### config.mk
export PLATFORM = sky130hd
export DESIGN_NAME = heap_sorter
export DESIGN_NICKNAME = d
export VERILOG_FILES = /design/src/hdl/hsort_pkg.sv /design/src/hdl/heap_sorter.sv
export SDC_FILE = /design/constraint.sdc
export NUM_CORES = 2
export LEC_CHECK = 0
export BUFFER_PORTS_ARGS = -buffer_cell sky130_fd_sc_hd__buf_2
export CAP_MARGIN = 20
export CORE_MARGIN = 1.5
export CORE_UTILIZATION = 63
export CTS_CLUSTER_DIAMETER = 40
export CTS_CLUSTER_SIZE = 10
export DETAILED_ROUTE_END_ITERATION = 12
export PLACE_DENSITY = 0.77
export SLEW_MARGIN = 20
export SYNTH_ARGS = -nofsm -noshare
export SYNTH_HDL_FRONTEND = slang
export SYNTH_SLANG_ARGS = --single-unit
export TNS_END_PERCENT = 100
### constraint.sdc
create_clock -name i_clk -period 6.5 [get_ports i_clk]
set_input_delay 0.325 -clock i_clk [delete_from_list [all_inputs] [get_ports i_clk]]
set_output_delay 0.325 -clock i_clk [all_outputs]
set_load 0.02 [all_outputs]
### src/hdl/hsort_pkg.sv
// Shared constants of the heap sorter.
// No dependencies; used by heap_sorter, hsort_checker, sort_order_checker and heap_sorter_test.
`default_nettype none

package hsort_pkg;
    localparam int HS_DATA_W    = 32;
    localparam int HS_MAX_ITEMS = 64;
endpackage

`default_nettype wire

### src/hdl/heap_sorter.sv
// Batch heap sorter: loads signed values, heap-sorts them, streams them out ascending.
// Depends on hsort_pkg; value store and sequencer live here.
//
// channel  | dir | handshake             | tdata            | tlast
// s_axis   | in  | tvalid/tready         | data_value[31:0] | batch_end
// m_axis   | out | tvalid/tready         | sorted_value     | last_result
//
// Loading accepts items back to back; s_axis_tready is high only while loading.
// Sorting works one sift level at a time over the single-port value store, reading the children,
// comparing and writing back the swap; the readout reads each item from the store, then registers it.
// One shared signed compare decides every sift step.
// i_rst_n is synchronous, active low; it empties the batch and drops a pending result.
// m_axis_tready low holds the output register and stalls the readout.
`default_nettype none

module heap_sorter #(
    parameter int MAX_ITEMS = hsort_pkg::HS_MAX_ITEMS
) (
    input  wire                             i_clk,
    input  wire                             i_rst_n,
    input  wire                             s_axis_tvalid,
    output logic                            s_axis_tready,
    input  wire  [hsort_pkg::HS_DATA_W-1:0] s_axis_tdata,  // [31:0] data_value
    input  wire                             s_axis_tlast,
    output logic                            m_axis_tvalid,
    input  wire                             m_axis_tready,
    output logic [hsort_pkg::HS_DATA_W-1:0] m_axis_tdata,  // [31:0] sorted_value
    output logic                            m_axis_tlast
);

    localparam int DW = hsort_pkg::HS_DATA_W;
    localparam int AW = $clog2(MAX_ITEMS);
    localparam int CW = $clog2(MAX_ITEMS + 1);
    localparam int XW = AW + 2;

    typedef enum logic [3:0] {
        ST_LOAD, ST_RD_NODE, ST_CAP_NODE, ST_RD_LEFT, ST_RD_RIGHT, ST_CMP_RIGHT,
        ST_SWAP_A, ST_SWAP_B, ST_X_RD0, ST_X_RDJ, ST_X_WR0, ST_X_WRJ,
        ST_EM_RD, ST_EM_OUT
    } t_state;

    t_state          r_state;
    logic [DW-1:0]   r_mem [MAX_ITEMS];
    logic [DW-1:0]   r_rdata;
    logic [CW-1:0]   r_fill;
    logic [CW-1:0]   r_count;
    logic [CW-1:0]   r_heap_n;
    logic [CW-1:0]   r_k;
    logic            r_build;
    logic [AW-1:0]   r_node;
    logic [DW-1:0]   r_node_val;
    logic [AW-1:0]   r_best_idx;
    logic [DW-1:0]   r_best_val;
    logic [DW-1:0]   r_root_val;
    logic [AW-1:0]   r_idx;
    logic            r_out_valid;
    logic [DW-1:0]   r_out_data;
    logic            r_out_last;

    logic            mem_re;
    logic [AW-1:0]   mem_ra;
    logic            mem_we;
    logic [AW-1:0]   mem_wa;
    logic [DW-1:0]   mem_wd;
    logic [XW-1:0]   left_idx;
    logic [XW-1:0]   right_idx;
    logic            left_ok;
    logic            right_ok;
    logic [DW-1:0]   cmp_b;
    logic            c_gt;
    logic            s_hs;
    logic            room;
    logic [CW-1:0]   count_new;
    logic [CW-1:0]   half_new;
    logic            em_last;

    assign s_axis_tready = (r_state == ST_LOAD);
    assign m_axis_tvalid = r_out_valid;
    assign m_axis_tdata  = r_out_data;
    assign m_axis_tlast  = r_out_last;

    assign s_hs      = s_axis_tvalid && s_axis_tready;
    assign room      = (r_fill < CW'(MAX_ITEMS));
    assign count_new = room ? CW'(r_fill + CW'(1)) : r_fill;
    assign half_new  = count_new >> 1;

    assign left_idx  = {1'b0, r_node, 1'b1};
    assign right_idx = XW'(left_idx + XW'(1));
    assign left_ok   = (left_idx < XW'(r_heap_n));
    assign right_ok  = (right_idx < XW'(r_heap_n));
    assign em_last   = (CW'(r_idx) == CW'(r_count - CW'(1)));

    // shared signed compare
    assign cmp_b = (r_state == ST_CMP_RIGHT) ? r_best_val : r_node_val;
    assign c_gt  = ($signed(r_rdata) > $signed(cmp_b));

    always_comb begin
        mem_re = 1'b0;
        mem_ra = '0;
        mem_we = 1'b0;
        mem_wa = '0;
        mem_wd = r_node_val;
        case (r_state)
            ST_LOAD: begin
                mem_we = s_hs && room;
                mem_wa = r_fill[AW-1:0];
                mem_wd = s_axis_tdata;
            end
            ST_RD_NODE: begin
                mem_re = 1'b1;
                mem_ra = r_node;
            end
            ST_RD_LEFT: begin
                mem_re = left_ok;
                mem_ra = left_idx[AW-1:0];
            end
            ST_RD_RIGHT: begin
                mem_re = right_ok;
                mem_ra = right_idx[AW-1:0];
            end
            ST_SWAP_A: begin
                mem_we = (r_best_idx != r_node);
                mem_wa = r_node;
                mem_wd = r_best_val;
            end
            ST_SWAP_B: begin
                mem_we = 1'b1;
                mem_wa = r_best_idx;
                mem_wd = r_node_val;
            end
            ST_X_RD0: begin
                mem_re = 1'b1;
            end
            ST_X_RDJ: begin
                mem_re = 1'b1;
                mem_ra = r_k[AW-1:0];
            end
            ST_X_WR0: begin
                mem_we = 1'b1;
                mem_wd = r_rdata;
            end
            ST_X_WRJ: begin
                mem_we = 1'b1;
                mem_wa = r_k[AW-1:0];
                mem_wd = r_root_val;
            end
            ST_EM_RD: begin
                mem_re = 1'b1;
                mem_ra = r_idx;
            end
            default: begin
                mem_re = 1'b0;
            end
        endcase
    end

    always_ff @(posedge i_clk) begin
        if (mem_we) begin
            r_mem[mem_wa] <= mem_wd;
        end
        if (mem_re) begin
            r_rdata <= r_mem[mem_ra];
        end
    end

    always_ff @(posedge i_clk) begin
        if (!i_rst_n) begin
            r_state     <= ST_LOAD;
            r_fill      <= '0;
            r_out_valid <= 1'b0;
        end else begin
            if (r_out_valid && m_axis_tready) begin
                r_out_valid <= 1'b0;
            end
            case (r_state)
                ST_LOAD: begin
                    if (s_hs) begin
                        r_fill <= count_new;
                        if (s_axis_tlast) begin
                            r_fill   <= '0;
                            r_count  <= count_new;
                            r_heap_n <= count_new;
                            r_k      <= half_new;
                            r_node   <= AW'(half_new - CW'(1));
                            r_build  <= 1'b1;
                            r_idx    <= '0;
                            r_state  <= (count_new < CW'(2)) ? ST_EM_RD : ST_RD_NODE;
                        end
                    end
                end
                ST_RD_NODE: begin
                    r_state <= ST_CAP_NODE;
                end
                ST_CAP_NODE: begin
                    r_node_val <= r_rdata;
                    r_state    <= ST_RD_LEFT;
                end
                ST_RD_LEFT: begin
                    r_state <= ST_RD_RIGHT;
                    if (!left_ok) begin
                        r_best_idx <= r_node;
                        r_state    <= ST_SWAP_A;
                    end
                end
                ST_RD_RIGHT: begin
                    if (c_gt) begin
                        r_best_idx <= left_idx[AW-1:0];
                        r_best_val <= r_rdata;
                    end else begin
                        r_best_idx <= r_node;
                        r_best_val <= r_node_val;
                    end
                    r_state <= right_ok ? ST_CMP_RIGHT : ST_SWAP_A;
                end
                ST_CMP_RIGHT: begin
                    if (c_gt) begin
                        r_best_idx <= right_idx[AW-1:0];
                        r_best_val <= r_rdata;
                    end
                    r_state <= ST_SWAP_A;
                end
                ST_SWAP_A: begin
                    if (r_best_idx != r_node) begin
                        r_state <= ST_SWAP_B;
                    end else if (r_build) begin
                        if (r_k > CW'(1)) begin
                            r_k     <= CW'(r_k - CW'(1));
                            r_node  <= AW'(r_k - CW'(2));
                            r_state <= ST_RD_NODE;
                        end else begin
                            r_build <= 1'b0;
                            r_k     <= CW'(r_count - CW'(1));
                            r_state <= ST_X_RD0;
                        end
                    end else if (r_k > CW'(1)) begin
                        r_k     <= CW'(r_k - CW'(1));
                        r_state <= ST_X_RD0;
                    end else begin
                        r_idx   <= '0;
                        r_state <= ST_EM_RD;
                    end
                end
                ST_SWAP_B: begin
                    r_node  <= r_best_idx;
                    r_state <= ST_RD_LEFT;
                end
                ST_X_RD0: begin
                    r_state <= ST_X_RDJ;
                end
                ST_X_RDJ: begin
                    r_root_val <= r_rdata;
                    r_state    <= ST_X_WR0;
                end
                ST_X_WR0: begin
                    r_node_val <= r_rdata;
                    r_state    <= ST_X_WRJ;
                end
                ST_X_WRJ: begin
                    r_node   <= '0;
                    r_heap_n <= r_k;
                    r_state  <= ST_RD_LEFT;
                end
                ST_EM_RD: begin
                    r_state <= ST_EM_OUT;
                end
                ST_EM_OUT: begin
                    if (!r_out_valid || m_axis_tready) begin
                        r_out_valid <= 1'b1;
                        r_out_data  <= r_rdata;
                        r_out_last  <= em_last;
                        if (em_last) begin
                            r_state <= ST_LOAD;
                        end else begin
                            r_idx   <= AW'(r_idx + AW'(1));
                            r_state <= ST_EM_RD;
                        end
                    end
                end
                default: begin
                    r_state <= ST_LOAD;
                end
            endcase
        end
    end

endmodule

`default_nettype wire

==> impl_metrics.py <==
metrics = {
    "yosys": {
        "synth.distinct_cells": 74,
        "avgSynthCellArea_um2": 13.58,
        "yosys_warnings": 0,
        "syn-cell-area_mm2": 0.09198,
        "synth_edf_count": 2249,
        "postSynthCellCount": 6774,
        "synth_top_cell_by_area": "edfxtp_1",
        "async_flop_share_pct": 0,
        "ys_top_cells_by_area": "edfxtp_1 73%, nand2_1 6.1%, a211oi_1 2.6%",
        "synth_top_area_share_pct": 73.43,
        "synth.net_count": 6864,
        "synth_seq_cells": 2261,
        "synth_ff_type": "edfxtp_1",
        "yosysSeqAreaShare_pct": 73.69,
    },
    "timing": {
        "finClkSkew_ps": 54.93,
        "setup_tns_ps": 0,
        "layout_min_cycle_time_ps": 5118,
        "fmax_mhz": 195.4,
        "max_slew_margin_pct": 14.30,
        "drv_slew": 0,
        "rsz0062_at_grt": "false",
        "worst_pin_slew_ps": 1274,
        "min_period_over_period_pct": 78.74,
        "finalSetupViolations": 0,
        "finalHoldViolCount": 0,
    },
    "drt": {
        "final_antenna_net_count": 0,
        "avgViaCountPerCell": 7.080,
        "via_count": 63140,
        "wl_um": 273400,
        "wl_per_cell_um": 30.66,
        "drc_errors": 0,
        "drt_iter0_drc": 11000,
        "drt-pass1-iter-count": 7,
    },
    "setup_path": {
        "worstPathMaxFanout": 24,
        "setup.worst_path.end_class": "flop",
        "critical_path_required_ps": 7260,
        "cp_data_arrival_time_ps": 5880,
        "crit_type": "reg -> reg",
        "crit_path_start_kind": "flop",
    },
    "floorplanning": {
        "start_util_pct": 63.34,
        "rows": 140,
        "fp.dieH_um": 385.1,
        "pin_count": 72,
        "die_area_mm2": 0.1483,
        "core_mm2": 0.1452,
        "die_w_um": 385.1,
    },
    "clocking": {
        "clockRootBuffer": "clkbuf_16",
        "cts_tree": "done",
        "cts.sinks": 2261,
        "cts_buffer_depth": 4,
        "clock_latency_ps": 940,
        "cts_made_buffers": 300,
        "clk_pin_slew_ps": 50,
        "post_cts_buffers": 0,
        "htreeDepth": 5,
    },
    "global_routing": {
        "grt_pass1_vias": 60770,
        "overflow": 0,
        "grt_antenna_before_repair": 16,
        "grt_max_degree": 181,
        "grt_pass1_wl_um": 394700,
        "grt_usage_pct": 36.53,
    },
    "layout": {
        "postLayoutCoreUtil_pct": 72.03,
        "final_common_cell": "edfxtp_1",
        "drive_above_1_share_pct": 12.11,
        "fin_area_mm2": 0.1046,
        "finalNetCount": 6982,
        "instances_no_fill": 8918,
        "final_cell_mix": "2249 x edfxtp_1, 1481 x nand2_1, 435 x nand3_1, 343 x and3_1, 317 x a211oi_1",
        "area_growth_pct": 13.73,
    },
    "min_path": {
        "hold_class": "in -> reg",
    },
    "placed_design": {
        "place_hpwl_um": 153900,
        "dpl_cell_area_mm2": 0.09582,
        "gp_congestion": 0.9440,
        "dp.cells": 8500,
        "io_buffers": 71,
    },
    "power": {
        "power-per-cell-area_mw_per_mm2": 552.3,
        "p_leak_uw": 0.03497,
        "vdd_drop_max_mv": 0.5336,
    },
    "outcome": {
        "status": "complete, no violations",
    },
    "run": {
        "drv_cap": 0,
    },
}
[per-layer routing]
metal / vias to the layer above / part of all wire (%) / global-route usage, %
li1: 26030 / - / -
met1: 30620 / 34 / 48.63
met2: 5508 / 46 / 55.91
met3: 958 / 15 / 10.68
met4: 14 / 4.8 / 17.12
met5: - / 0.035 / 0
[worst paths after layout]
check / endpoint / from / cells past startpoint / slack, ps
max: r_rdata[12]$_DFFE_PP_ / r_node[1]$_DFFE_PP_ / 9 / 1380
min: r_state[2]$_SDFFE_PN0P_ / s_axis_tvalid / 5 / 120
max reg2reg: r_rdata[12]$_DFFE_PP_ / r_node[1]$_DFFE_PP_ / 9 / 1380
min reg2reg: r_fill[5]$_SDFFE_PN0P_ / r_fill[5]$_SDFFE_PN0P_ / 2 / 580
[cells by family (layout without fill, tap and decap cells)]
family,after synthesis,in the layout,share of synthesized area (%)
simple gates,2625,2625,12.86
flops,2261,2261,73.69
compound gates,1196,1196,8.908
buf+inv,522,745,2.542
mux,75,75,0.8801
fa+ha+maj,53,53,0.7210
xor+xnor,42,42,0.3999
other cells,0,4,0
[where the power goes]
part	switching [uW]	internal [uW]
clock network	5730	9080
registers	581	22000
logic	15400	4950
total	21700	36100
[cell type report]
class	count	area (um2)
Antenna cell	4	10.01
Clock buffer	338	7820
Clock inverter	69	795.8
Fill cell	8678	40610
Inverter	28	105.1
Multi-Input combinational cell	3991	23060
Sequential cell	2261	67780
Tap cell	1917	2399
Timing Repair Buffer	310	2638
[Yosys cell counts (4+ instances only)]
cell type	count
edfxtp_1	2249
nand3_1	438
nand2_1	1485
mux2i_1	40
buf_2	213
inv_1	27
a311oi_1	115
nand3b_1	8
mux2_2	33
and3_1	343
a21oi_1	198
nor2b_1	17
dfxtp_1	12
a31oi_1	266
buf_6	4
o211ai_1	4
nand4_1	11
nand2b_1	11
nor4_1	62
a22oi_1	71
nor3_1	53
buf_4	22
xnor2_1	23
nor2_1	149
or3_1	8
and2_1	5
o21a_1	10
o21ai_0	26
a21o_1	11
ha_1	53
a211oi_1	317
nand4bb_1	4
nand4b_1	9
a2111oi_0	22
o221ai_1	6
buf_1	38
xor2_1	19
clkbuf_1	217
o22ai_1	112
or4_1	7
a211o_1	6
[timing repair]
| action | in CTS | in global routing |
|---|---|---|
| hold endpoints to repair | 19 | 0 |
| resized for setup | 0 | 0 |
| hold buffers | 4 | 0 |
[stage by stage]
step                      hold WS [ps]  setup WS, ps  total power [uW]
final                            122.0          1382             57770
after global routing             155.8          1287             59200
after CTS                        64.92          1561             56840
after detailed placement         558.7          1561             42070
after global placement           532.9         921.6             41380
after floorplan                  465.9          1742             34120
[worst max-delay path, stage by stage (launching register included)]
cell and delay [ps]:
edfxtp_1 670, ha_1 370, nand3_1 130, xnor2_1 310, a211oi_4 680, nor2_1 200
nand2_2 800, o22ai_1 400, nor4_2 990, and3_1 400
[flip-flops by register name, summed over array words and instances (netlist names), 7 cells and up]
register      flops
r_rdata          32
r_root_val       32
r_best_val       32
m_axis_tdata     32
r_k               7
r_mem          2048
r_node_val       32
r_count           7
r_fill            7
r_heap_n          7
No activity file was read; power rests on OpenSTA's default activity.
